**config.mk**
```make
export PLATFORM = sky130hd
export DESIGN_NAME = ipv4_header_checksum_64b_unit
export DESIGN_NICKNAME = d
export VERILOG_FILES = /design/src/rtl/core/ihc_pkg.sv /design/src/rtl/core/ipv4_header_checksum_64b_unit.sv /design/src/rtl/core/ihc_accum.sv
export SDC_FILE = /design/constraint.sdc
export NUM_CORES = 1
export LEC_CHECK = 0
export ABC_CLOCK_PERIOD_IN_PS = 12100
export BUFFER_PORTS_ARGS = -buffer_cell sky130_fd_sc_hd__clkbuf_2
export CAP_MARGIN = 10
export CORE_MARGIN = 3
export CORE_UTILIZATION = 35
export CTS_BUF_LIST = sky130_fd_sc_hd__clkbuf_2 sky130_fd_sc_hd__clkbuf_4 sky130_fd_sc_hd__clkbuf_8
export CTS_CLUSTER_DIAMETER = 200
export DETAILED_ROUTE_END_ITERATION = 8
export GPL_ROUTABILITY_DRIVEN = 0
export GPL_TIMING_DRIVEN = 0
export PLACE_DENSITY = 0.56
export SYNTH_ARGS = -nofsm -noshare
export SYNTH_HDL_FRONTEND = slang
export SYNTH_SLANG_ARGS = --single-unit
```
**constraint.sdc**
```tcl
create_clock -name clock -period 12.1 [get_ports clock]
set_clock_uncertainty 0.1 [all_clocks]
set_input_delay 1.21 -clock clock [delete_from_list [all_inputs] [get_ports clock]]
set_output_delay 1.21 -clock clock [all_outputs]
set_load 0.05 [all_outputs]
```
**src/rtl/core/ihc_pkg.sv**
```systemverilog
// Shared types and helpers for the IPv4 header checksum unit.
// Holds the request/response word structs and the ones' complement lane arithmetic.
// No dependencies.
package ihc_pkg;

   localparam logic [15:0] LANE_ONES = 16'hFFFF;

   typedef struct packed {
      logic [63:0] in_data;
      logic [7:0]  in_keep;
      logic        in_last;
   } req_type;

   typedef struct packed {
      logic [63:0] out_data;
      logic [7:0]  out_keep;
      logic        out_last;
      logic        csum_valid;
      logic [15:0] csum;
   } rsp_type;

   // checksum outcome for the word in flight
   typedef struct packed {
      logic        fin;
      logic [15:0] csum;
   } ihc_sum_type;

   // position of a word within the header
   typedef enum logic [1:0] {
      POS_FIRST  = 2'd0,
      POS_SECOND = 2'd1,
      POS_BODY   = 2'd2
   } word_pos_type;

   // 16-bit ones' complement add with end-around carry
   function automatic logic [15:0] fold_add(input logic [15:0] a, input logic [15:0] b);
      logic [16:0] s;
      logic [16:0] t;
      s = {1'b0, a} + {1'b0, b};
      t = {1'b0, s[15:0]} + {16'd0, s[16]};
      return t[15:0];
   endfunction

   // big-endian 16-bit lane of a word whose byte 0 sits in bits 7:0
   function automatic logic [15:0] lane_of(input logic [63:0] d, input logic [1:0] i);
      logic [15:0] raw;
      raw = d[{i, 4'd0} +: 16];
      return {raw[7:0], raw[15:8]};
   endfunction

endpackage

```
**src/rtl/core/ipv4_header_checksum_64b_unit.sv**
```systemverilog
// IPv4 header checksum unit, 64-bit stream: top level.
// Input word register, ihc_accum for the checksum, result register.
// Depends on ihc_pkg and ihc_accum.
//
// Usage:
//   req_* carries packet words (byte 0 in bits 7:0) with keep mask and last
//   flag. Every word comes back on rsp_* unchanged, in order, one response
//   per request. On the word that ends the header (IHL 32-bit words, or the
//   last word of a short or truncated packet) csum_valid is high and csum
//   holds the ones' complement header checksum; otherwise csum reads zero.
//   rsp_valid rises once an accepted word has waited in the input register and
//   the lane add and two-level fold have loaded the result register from it;
//   a stall holds it there. Throughput is one word per cycle while rsp_ready
//   is high; the cycle is set by the lane end-around-carry add and the fold tree.
//   When rsp_ready is low the result register holds and the input register
//   fills; req_ready falls only once both hold a word. Accumulator state
//   advances only as a word moves into the result register.
//   Reset (synchronous, active high) empties both registers and clears the
//   header state, so the next word is taken as the start of a packet.
module ipv4_header_checksum_64b_unit
   import ihc_pkg::*;
(
   input  logic    clock,
   input  logic    reset,
   input  logic    req_valid,
   output logic    req_ready,
   input  req_type req_data,
   output logic    rsp_valid,
   input  logic    rsp_ready,
   output rsp_type rsp_data
);

   req_type     s1_ff;
   logic        s1_valid_ff, s1_valid_in;
   rsp_type     out_ff, out_in;
   logic        out_valid_ff, out_valid_in;
   logic        advance;
   logic        s1_go;
   ihc_sum_type sum;

   assign advance   = !out_valid_ff || rsp_ready;
   assign s1_go     = s1_valid_ff && advance;
   assign req_ready = !s1_valid_ff || advance;

   ihc_accum u_accum (
      .clock  (clock),
      .reset  (reset),
      .step   (s1_go),
      .word   (s1_ff),
      .result (sum)
   );

   always_comb begin
      s1_valid_in  = s1_valid_ff;
      out_valid_in = out_valid_ff;
      if (req_ready) begin
         s1_valid_in = req_valid;
      end
      if (advance) begin
         out_valid_in = s1_valid_ff;
      end
      out_in.out_data   = s1_ff.in_data;
      out_in.out_keep   = s1_ff.in_keep;
      out_in.out_last   = s1_ff.in_last;
      out_in.csum_valid = sum.fin;
      out_in.csum       = sum.csum;
   end

   always_ff @(posedge clock) begin
      if (reset) begin
         s1_valid_ff  <= 1'b0;
         out_valid_ff <= 1'b0;
      end else begin
         s1_valid_ff  <= s1_valid_in;
         out_valid_ff <= out_valid_in;
      end
   end

   // payload: load on handshake, hold otherwise
   always_ff @(posedge clock) begin
      if (req_valid && req_ready) begin
         s1_ff <= req_data;
      end
      if (s1_go) begin
         out_ff <= out_in;
      end
   end

   assign rsp_valid = out_valid_ff;
   assign rsp_data  = out_ff;

   a_s1_kept: assert property (@(posedge clock) disable iff (reset)
      s1_valid_ff && !advance |=> s1_valid_ff)
      else $error("word dropped from input register");

   a_csum_zero: assert property (@(posedge clock) disable iff (reset)
      out_valid_ff && !out_ff.csum_valid |-> out_ff.csum == 16'd0)
      else $error("checksum nonzero without csum_valid");

   a_move_fills: assert property (@(posedge clock) disable iff (reset)
      s1_go |=> out_valid_ff)
      else $error("word lost moving to result register");

endmodule

```
**src/rtl/core/ihc_accum.sv**
```systemverilog
// Header position tracking, four lane accumulators and the final fold.
// Depends on ihc_pkg for the word types and the lane arithmetic.
module ihc_accum
   import ihc_pkg::*;
(
   input  logic        clock,
   input  logic        reset,
   input  logic        step,
   input  req_type     word,
   output ihc_sum_type result
);

   word_pos_type pos_ff, pos_in;
   logic [3:0]   left_ff, left_in;
   logic [15:0]  lane_ff [4];
   logic [15:0]  lane_in [4];
   logic         done_ff, done_in;

   logic [3:0]   add_mask;
   logic [15:0]  lane_sum [4];
   logic [3:0]   left_calc;
   word_pos_type pos_calc;
   logic         fin;
   logic [15:0]  fold_a, fold_b, fold_s;

   // lane selection and header count for this word
   always_comb begin
      add_mask  = 4'b0000;
      left_calc = left_ff;
      pos_calc  = pos_ff;
      fin       = 1'b0;
      if (!done_ff) begin
         unique case (pos_ff)
            POS_FIRST: begin
               add_mask  = 4'b1111;
               left_calc = word.in_data[3:0] - 4'd2;
               pos_calc  = POS_SECOND;
            end
            POS_SECOND: begin
               // skip the checksum field in lane 1
               add_mask  = 4'b1101;
               left_calc = left_ff - 4'd2;
               pos_calc  = POS_BODY;
            end
            default: begin
               if (left_ff == 4'd1) begin
                  add_mask  = 4'b0011;
                  left_calc = 4'd0;
                  fin       = 1'b1;
               end else if (left_ff == 4'd2) begin
                  add_mask  = 4'b1111;
                  left_calc = 4'd0;
                  fin       = 1'b1;
               end else if (left_ff >= 4'd3 && left_ff <= 4'd11) begin
                  add_mask  = 4'b1111;
                  left_calc = left_ff - 4'd2;
               end
            end
         endcase
         if (word.in_last) begin
            fin = 1'b1;
         end
      end
   end

   always_comb begin
      for (int i = 0; i < 4; i++) begin
         lane_sum[i] = add_mask[i] ? fold_add(lane_ff[i], lane_of(word.in_data, 2'(i)))
                                   : lane_ff[i];
      end
      fold_a = fold_add(lane_sum[0], lane_sum[2]);
      fold_b = fold_add(lane_sum[1], lane_sum[3]);
      fold_s = fold_add(fold_a, fold_b);
      result.fin  = fin;
      result.csum = fin ? (fold_s ^ LANE_ONES) : 16'd0;
   end

   always_comb begin
      pos_in  = pos_ff;
      left_in = left_ff;
      done_in = done_ff;
      for (int i = 0; i < 4; i++) begin
         lane_in[i] = lane_ff[i];
      end
      if (step) begin
         if (word.in_last) begin
            // end of packet: next word opens a new header
            pos_in  = POS_FIRST;
            left_in = 4'd0;
            done_in = 1'b0;
            for (int i = 0; i < 4; i++) begin
               lane_in[i] = 16'd0;
            end
         end else begin
            pos_in  = pos_calc;
            left_in = left_calc;
            done_in = done_ff | fin;
            for (int i = 0; i < 4; i++) begin
               lane_in[i] = fin ? 16'd0 : lane_sum[i];
            end
         end
      end
   end

   always_ff @(posedge clock) begin
      if (reset) begin
         pos_ff  <= POS_FIRST;
         left_ff <= 4'd0;
         done_ff <= 1'b0;
         for (int i = 0; i < 4; i++) begin
            lane_ff[i] <= 16'd0;
         end
      end else begin
         pos_ff  <= pos_in;
         left_ff <= left_in;
         done_ff <= done_in;
         for (int i = 0; i < 4; i++) begin
            lane_ff[i] <= lane_in[i];
         end
      end
   end

   a_done_lanes_clear: assert property (@(posedge clock) disable iff (reset)
      done_ff |-> (lane_ff[0] == 16'd0 && lane_ff[1] == 16'd0 &&
                   lane_ff[2] == 16'd0 && lane_ff[3] == 16'd0))
      else $error("lane sums not cleared after checksum");

   a_last_restarts: assert property (@(posedge clock) disable iff (reset)
      step && word.in_last |=> pos_ff == POS_FIRST && !done_ff && left_ff == 4'd0)
      else $error("state not cleared after last word");

   a_single_fin: assert property (@(posedge clock) disable iff (reset)
      done_ff |-> !result.fin)
      else $error("second checksum in one packet");

endmodule

```
==> flow_metrics.env, run 1 <==
export IMPL_cts_hold_buffers=0
export IMPL_synthToLayoutAreaGrowth_pct=16.44
export IMPL_core_area_um2=42230
export IMPL_worstSetupPathType="reg -> reg"
export IMPL_yosys_area_top_type_share=0.3249
export IMPL_async_reset_ff_frac=0
export IMPL_yosysTopAreaCell="edfxtp_1"
export IMPL_gr_usage_met3=0.03175
export IMPL_finalNetCount=1922
export IMPL_endpoint_kind="flop"
export IMPL_wl_um=38900
export IMPL_numCtsBuffers=42
export IMPL_grt_usage=0.1705
export IMPL_tns_ns=0
export IMPL_path_max_fanout=5
export IMPL_met1_usage=0.2403
export IMPL_antenna_cells=0
export IMPL_grt_start_max_net_pins=70
export IMPL_synthMuxAreaShare=0.01362
export IMPL_syn_avg_cell_area_um2=10.07
export IMPL_clock_tree_htree_level_count=2
export IMPL_drive_above_1_share=0.1727
export IMPL_crit_path_start_kind="flop"
export IMPL_portBuffers=167
export IMPL_max_freq_mhz=89.86
export IMPL_finalCritPeriodShare=0.9197
export IMPL_yosysSeqAreaShare=0.4220
export IMPL_vias=11910
export IMPL_worstMarginPinSlew_ns=1.155
export IMPL_cts_tree="yes"
export IMPL_critPathSlowestCell="a2111oi_1"
export IMPL_p_leak_uw=0.007040
export IMPL_outcome="completed"
export IMPL_grt_ovfl_total=0
export IMPL_place_hpwl_um=29880
export IMPL_synth_common_cells="163 x edfxtp_1, 135 x nand2_1, 132 x nor2_1"
export IMPL_synth_simple_area_share=0.1494
export IMPL_syn_area_um2=15060
export IMPL_cp_required_ns=12.43
export IMPL_initial_core_util=0.3567
export IMPL_die_w_um=213.5
export IMPL_setup_violations=0
export IMPL_synth_edf_count=163
export IMPL_synth_compound_area_frac=0.1755
export IMPL_cts_buffer_depth=3
export IMPL_ir_drop_mv=0.07807
export IMPL_grt_use_met2=0.2690
export IMPL_synthCells=1496
export IMPL_antenna_left=0
export IMPL_wl_per_cell_um=17.05
export IMPL_slew_violations=0
export IMPL_drt_first_pass_iters=5
export IMPL_yosysUniqueCellTypes=90
export IMPL_fp_dieArea_um2=45560
export IMPL_finalHoldViolations=0
export IMPL_grt_pass1_wl_um=61460
export IMPL_ys_flop_type="edfxtp_1"
export IMPL_cpPeakStageDelay_ns=0.55
export IMPL_clkTransAtPathRegs_ns=0.06
export IMPL_drt_iter0_drc=676
export IMPL_clock_sinks=236
export IMPL_ys_warnings_count=0
export IMPL_worstSkewPairLatency_ns=0.59
export IMPL_synth_xor_area_frac=0.1035
export IMPL_crit_path_frequent_cell="ha_1"
export IMPL_routed_via_density=5.219
export IMPL_grt_setup_unrepaired="no"
export IMPL_drc=0
export IMPL_pin_count=169
export IMPL_rows=75
export IMPL_synth_top_family_by_area="compound AO/OA/AOI/OAI gates"
export IMPL_power_density_nw_per_um2=163.3
export IMPL_grt_busiest_layer="met2"
export IMPL_power_uw=2865
export IMPL_cp_arrival_ns=11.46
export IMPL_antenna_found_initial=0
export IMPL_yosysMostFrequentCell="edfxtp_1"
export IMPL_ys_seq_elements=236
export IMPL_grt_pass1_vias=11600
export IMPL_finalCriticalPeriod_ns=11.13
export IMPL_synth_fp_nets=1708
export IMPL_die_h_um=213.5
export IMPL_maxCapViolCount=0
export IMPL_root_buffer="clkbuf_8"
export IMPL_max_slew_margin=0.2248
export IMPL_netlist_top_cells_area="edfxtp_1 32%, ha_1 11%, dfxtp_1 9.7%"
export IMPL_yosys_area_share_adder=0.1156
export IMPL_hp_class="reg -> reg"
-- registers in the layout, summed over array words and instances (netlist names) --
register	count
u_accum.pos_ff	2
s1_valid_ff	1
u_accum.lane_ff	64
u_accum.left_ff	4
rsp_valid	1
rsp_data	90
out_in	73
u_accum.done_ff	1
-- worst max-delay path, delay by kind of cell, from the launching register on --
family	cells	cell delay, ns
compound gates	20	4.39
xor+xnor	3	0.71
fa+ha+maj	8	2.16
buf+inv	2	0.10
flops	1	0.42
simple gates	19	3.08
-- area by class of cell --
| cell class | instances | area (um2) |
|---|---|---|
| Fill cell | 4147 | 24690 |
| Clock inverter | 15 | 120.1 |
| Tap cell | 539 | 674.4 |
| Timing Repair Buffer | 170 | 902.1 |
| Multi-Input combinational cell | 1179 | 8416 |
| Buffer | 35 | 133.9 |
| Inverter | 46 | 177.7 |
| Sequential cell | 236 | 6356 |
| Clock buffer | 62 | 759.5 |
-- worst paths after layout --
kind | start | to | slack, ns | cells after the start
setup reg to reg | out_in[66] | rsp_data[15] | 0.97 | 52
hold reg to reg | out_in[24] | rsp_data[24] | 0.32 | 0
hold / removal | out_in[24] | rsp_data[24] | 0.32 | 0
setup / recovery | out_in[66] | rsp_data[15] | 0.97 | 52
-- cells in the final DEF (no fill, tap or decap), types with 61 or more instances in the layout --
cell,n
nand2_1,135
clkbuf_2,167
edfxtp_1,163
a21oi_1,82
xor2_1,61
ha_1,128
dfxtp_1,73
o21ai_0,85
nor2_1,132
xnor2_1,110
-- layer usage --
| metal | share of wire | wire length (um) |
|---|---|---|
| met2 | 0.44 | 17160 |
| met3 | 0.052 | 2035 |
| met5 | 0 | 0 |
| met1 | 0.48 | 18830 |
| met4 | 0.023 | 877 |
-- repair_timing --
action,CTS,global route
endpoints found under the hold margin,0,0
gates resized for setup,0,1
buffers inserted,0,0
endpoints found under the setup margin,0,1
-- cells by family after synthesis --
logic type	Yosys count
and+or+nand+nor	460
adders and majority gates	135
xor gates and xnor gates	174
AOI/OAI and AO/OA	391
buffers and inverters	81
muxes	19
DFF	236
-- power breakdown --
group,switching [uW],leakage (uW),internal [uW]
clock,339,0.000468,445
combinational,693,0.00442,431
sequential,23.4,0.00215,933
total,1060,0.00704,1810
-- per-stage QoR --
step,cells,utilization,setup slack (ns),hold slack (ns),instance area (um2)
2_1_floorplan,1496,-,2.514,0.3003,15060
3_3_place_gp,2202,0.3925,0.9437,0.3009,16570
3_5_place_dp,2205,0.3943,0.8404,0.3045,16650
4_1_cts,2282,0.4152,0.7714,0.3187,17530
5_1_grt,2282,0.4153,0.002599,0.3256,17540
6_report,2282,0.4153,0.9716,0.3194,17540
Note: power is estimated with default switching activity, not from simulation.
==> inputs of run 2 (changes only) <==
Settings changed: CORE_UTILIZATION 35 to 50, PLACE_DENSITY 0.56 to 0.74.
==> run 2 against run 1 <==
Compared with the run above: utilization is 18 points higher; flip-flop and latch count unchanged; cell count is 6.9% lower; design area decreased by 1.5%; worst setup slack better by 0.11 ns; first-iteration DRC count rose by 18%; wire length fell by 9.4%; clock-buffer cell count fell by 3; critical endpoint unchanged.
==> flow_metrics.env, run 2 (synthesis gave the netlist of run 1 again) <==
export IMPL_tns_ns=0
export IMPL_rows=62
export IMPL_slew_violations=0
export IMPL_finalCritPeriodShare=0.9103
export IMPL_crit_path_start_kind="flop"
export IMPL_cp_arrival_ns=11.32
export IMPL_grt_ovfl_total=0
export IMPL_clkTransAtPathRegs_ns=0.06
export IMPL_routed_via_density=5.628
export IMPL_root_buffer="clkbuf_8"
export IMPL_gr_usage_met3=0.04184
export IMPL_wl_um=35230
export IMPL_maxCapViolCount=0
export IMPL_final_common_cell="clkbuf_2"
export IMPL_drive_above_1_share=0.1729
export IMPL_reg2reg_depth=52
export IMPL_grt_start_max_net_pins=97
export IMPL_antenna_found_initial=0
export IMPL_max_freq_mhz=90.79
export IMPL_synthToLayoutAreaGrowth_pct=14.65
export IMPL_largest_register_ffs=90
export IMPL_place_hpwl_um=26660
export IMPL_whs_path_depth=0
export IMPL_outcome="completed"
export IMPL_worstSetupPathType="reg -> reg"
export IMPL_cts_tree="yes"
export IMPL_p_leak_uw=0.007012
export IMPL_grt_pass1_wl_um=57670
export IMPL_cts_hold_buffers=0
export IMPL_dp_slack_ns=0.9416
export IMPL_die_w_um=179.6
export IMPL_path_max_fanout=5
export IMPL_layout_setup_ws_ns=1.086
export IMPL_power_density_nw_per_um2=161.9
export IMPL_antenna_left=0
export IMPL_grt_usage=0.2138
export IMPL_fp_dieArea_um2=32250
export IMPL_die_h_um=179.6
export IMPL_cts_resized=0
export IMPL_finalCriticalPeriod_ns=11.01
export IMPL_cp_required_ns=12.40
export IMPL_max_slew_margin=0.2792
export IMPL_initial_core_util=0.5164
export IMPL_clock_tree_htree_level_count=2
export IMPL_met1_usage=0.2913
export IMPL_grt_setup_unrepaired="no"
export IMPL_wl_per_cell_um=16.58
export IMPL_setup_violations=0
export IMPL_antenna_cells=0
export IMPL_post_cts_buffers=0
export IMPL_drt_first_pass_iters=5
export IMPL_grt_use_met2=0.3438
export IMPL_cts_buffer_depth=3
export IMPL_grt_pass1_vias=11570
export IMPL_clock_sinks=236
export IMPL_drc=0
export IMPL_hp_class="reg -> reg"
export IMPL_worstMarginPinSlew_ns=1.074
export IMPL_endpoint_kind="flop"
export IMPL_worstSkewPairLatency_ns=0.55
export IMPL_grt_busiest_layer="met2"
export IMPL_cpPeakStageDelay_ns=0.54
export IMPL_vias=11960
export IMPL_layout_cells_most_common_list="167 x clkbuf_2, 163 x edfxtp_1, 135 x nand2_1"
export IMPL_portBuffers=167
export IMPL_core_area_um2=29170
export IMPL_crit_path_frequent_cell="ha_1"
export IMPL_drt_iter0_drc=801
export IMPL_pin_count=169
export IMPL_finalHoldViolations=0
export IMPL_numCtsBuffers=42
export IMPL_finalNetCount=1921
export IMPL_ir_drop_mv=0.1031
export IMPL_critPathSlowestCell="a2111oi_1"
run 2: cell types whose count changed in the layout (fill, tap and decap cells not counted):
cell	previous run	this run
buf_16	2	1
clkbuf_4	15	14
clkinv_2	6	11
clkbuf_8	47	45
clkinv_1	6	4
bufinv_16	2	1
run 2: where the power goes:
part	total (uW)	switching (uW)	leakage (uW)	internal (uW)
clock network	736	328	0.000452	409
logic	1100	675	0.00441	430
registers	955	21.8	0.00215	934
run 2: area by class of cell:
class                   instances  area, um2
clock inverters                17      107.6
clock buffers                  59      724.4
well taps                     384      480.5
fillers                      2557      11900
flip-flops and latches        236       6356
repair buffers                169      874.6
inverters                      46      177.7
plain buffers                  35      133.9
multi-input cells            1179       8416
run 2: worst paths after layout:
check / startpoint / end / slack [ns]
setup / recovery: out_in[66] / rsp_data[15] / 1.09
hold / removal: out_in[24] / rsp_data[24] / 0.32
setup reg to reg: out_in[66] / rsp_data[15] / 1.09
hold reg to reg: out_in[24] / rsp_data[24] / 0.32
run 2: per-layer routing:
metal / vias to the layer above / routed length, um
li1: 5996 / -
met1: 5528 / 16030
met2: 361 / 15790
met3: 74 / 2270
met4: 0 / 1141
met5: - / 0
run 2: per-stage QoR:
stage          std cells  area (um2)  power (uW)  hold WS (ns)    util
2_1_floorplan       1496       15060        1833        0.3003       -
3_3_place_gp        2047       16380        2035        0.3007  0.5616
3_5_place_dp        2049       16430        2061        0.3054  0.5633
4_1_cts             2125       17260        2807        0.3235  0.5918
5_1_grt             2125       17270        2989        0.3270  0.5921
6_report            2125       17270        2796        0.3208  0.5921
run 2: worst max-delay path: cells and delay by family (launching register included):
| family | cells | cell delay, ns |
|---|---|---|
| buffers and inverters | 2 | 0.10 |
| XOR/XNOR | 3 | 0.71 |
| AND/OR/NAND/NOR | 19 | 3.00 |
| AO/OA/AOI/OAI | 20 | 4.38 |
| adder cells (fa/ha/maj) | 8 | 2.17 |
| flip-flops | 1 | 0.41 |
==> inputs of run 3 (changes only) <==
Settings changed: PLACE_DENSITY 0.74 to 0.7.
==> run 3 against run 2 <==
Compared with the run above: worst setup slack got worse by 0.024 ns; cell count is essentially flat; clock power grew 8.0%; register-to-register slack worse by 0.02 ns; critical path depth decreased by 1; utilization up 0.30 points; power grew 2.3%; via count fell by 0.41%; die area stayed put; design area up 0.51%; wire length down 0.22%; global-route usage down 0.21 points.
==> flow_metrics.env, run 3 (synthesis gave the netlist of run 1 again) <==
export IMPL_outcome="completed"
export IMPL_post_cts_buffers=0
export IMPL_critPathSlowestCell="or4b_1"
export IMPL_max_slew_margin=0.2640
export IMPL_pin_count=169
export IMPL_final_util=0.5951
export IMPL_finalHoldViolations=0
export IMPL_crit_path_start_kind="flop"
export IMPL_crit_path_frequent_cell="ha_1"
export IMPL_portBuffers=167
export IMPL_cpPeakStageDelay_ns=0.61
export IMPL_hp_class="reg -> reg"
export IMPL_p_leak_uw=0.007050
export IMPL_finalNetCount=1921
export IMPL_final_common_cell="clkbuf_2"
export IMPL_grt_ovfl_total=0
export IMPL_initial_core_util=0.5164
export IMPL_antenna_cells=0
export IMPL_layout_setup_ws_ns=1.062
export IMPL_reg2reg_depth=51
export IMPL_rows=62
export IMPL_cts_buffer_depth=3
export IMPL_dp_slack_ns=0.8596
export IMPL_root_buffer="clkbuf_8"
export IMPL_drt_first_pass_iters=5
export IMPL_drc=0
export IMPL_layout_cells_most_common_list="167 x clkbuf_2, 163 x edfxtp_1, 135 x nand2_1"
export IMPL_largest_register_ffs=90
export IMPL_max_freq_mhz=90.59
export IMPL_clock_tree_htree_level_count=2
export IMPL_setup_violations=0
export IMPL_tns_ns=0
export IMPL_antenna_found_initial=1
export IMPL_wl_um=35150
export IMPL_worstSetupPathType="reg -> reg"
export IMPL_grt_pass1_vias=11560
export IMPL_drive_above_1_share=0.1756
export IMPL_grt_pass1_wl_um=56950
export IMPL_ir_drop_mv=0.09952
export IMPL_path_max_fanout=5
export IMPL_numCtsBuffers=42
export IMPL_cp_arrival_ns=11.34
export IMPL_power_density_nw_per_um2=164.8
export IMPL_worstSkewPairLatency_ns=0.56
export IMPL_vias=11910
export IMPL_hold_ws_ns=0.3172
export IMPL_synthToLayoutAreaGrowth_pct=15.23
export IMPL_grt_usage=0.2118
export IMPL_grt_start_max_net_pins=97
export IMPL_place_hpwl_um=26590
export IMPL_clkTransAtPathRegs_ns=0.06
export IMPL_worstMarginPinSlew_ns=1.097
export IMPL_finalCritPeriodShare=0.9122
export IMPL_whs_path_depth=0
export IMPL_routed_via_density=5.599
export IMPL_wl_per_cell_um=16.53
export IMPL_die_w_um=179.6
export IMPL_fillers=2588
export IMPL_grt_setup_unrepaired="no"
export IMPL_slew_violations=0
export IMPL_maxCapViolCount=0
export IMPL_fp_dieArea_um2=32250
export IMPL_core_area_um2=29170
export IMPL_finalCriticalPeriod_ns=11.04
export IMPL_drt_iter0_drc=678
export IMPL_antenna_left=0
export IMPL_cts_tree="yes"
export IMPL_cts_hold_buffers=0
export IMPL_endpoint_kind="flop"
export IMPL_cp_required_ns=12.41
export IMPL_die_h_um=179.6
export IMPL_clock_sinks=236
## run 3: cell count changes in the layout (fill, tap and decap cells not counted), moves of 2 or more
cell / before / now
clkbuf_8: 45 / 47
clkinv_2: 11 / 3
clkinv_1: 4 / 2
clkbuf_4: 14 / 21
## run 3: path summary, 6_finish.rpt
| path | from | endpoint | slack [ns] |
|---|---|---|---|
| hold reg to reg | out_in[18] | rsp_data[18] | 0.32 |
| setup / recovery | u_accum.lane_ff[0][0] | rsp_data[15] | 1.06 |
| hold / removal | out_in[18] | rsp_data[18] | 0.32 |
| setup reg to reg | u_accum.lane_ff[0][0] | rsp_data[15] | 1.06 |
## run 3: critical path, delay by kind of cell (launching register included)
family	cells	cell delay, ns
AO/OA/AOI/OAI	19	3.92
AND/OR/NAND/NOR	18	3.51
adder cells (fa/ha/maj)	8	2.10
XOR/XNOR	3	0.74
flip-flops	1	0.37
buffers and inverters	3	0.16
## run 3: final cells by class
| type | instances | area [um2] | area share |
|---|---|---|---|
| multi-input combinational | 1179 | 8421 | 0.4851 |
| inverter | 46 | 177.7 | 0.01024 |
| timing repair buffer | 169 | 867.1 | 0.04995 |
| sequential | 236 | 6356 | 0.3662 |
| clock buffer | 68 | 804.5 | 0.04635 |
| tap | 384 | 480.5 | 0.02768 |
| clock inverter | 10 | 117.6 | 0.006776 |
| buffer | 35 | 133.9 | 0.007713 |
## run 3: power by group
group	total, uW	switching [uW]	internal (uW)
clock	795	328	467
combinational	1110	680	429
sequential	955	21.4	934
total	2860	1030	1830
## run 3: what timing repair did
item / CTS / global route
endpoints found under the setup margin: 0 / 1
hold endpoints to repair: 0 / 0
resized for setup: 0 / 2
## run 3: metal layers
metal	GRT usage	wire, um	up-vias
met4	0.06559	1052	2
met1	0.2918	16140	5523
li1	-	-	5985
met3	0.03759	2285	74
met5	0	13	-
met2	0.3426	15670	326
## run 3: metrics by stage
step / instance area (um2) / instances / total power (uW)
2_1_floorplan: 15060 / 1496 / 1833
3_3_place_gp: 16380 / 2047 / 2039
3_5_place_dp: 16420 / 2049 / 2062
4_1_cts: 17350 / 2127 / 2874
5_1_grt: 17360 / 2127 / 3047
6_report: 17360 / 2127 / 2860
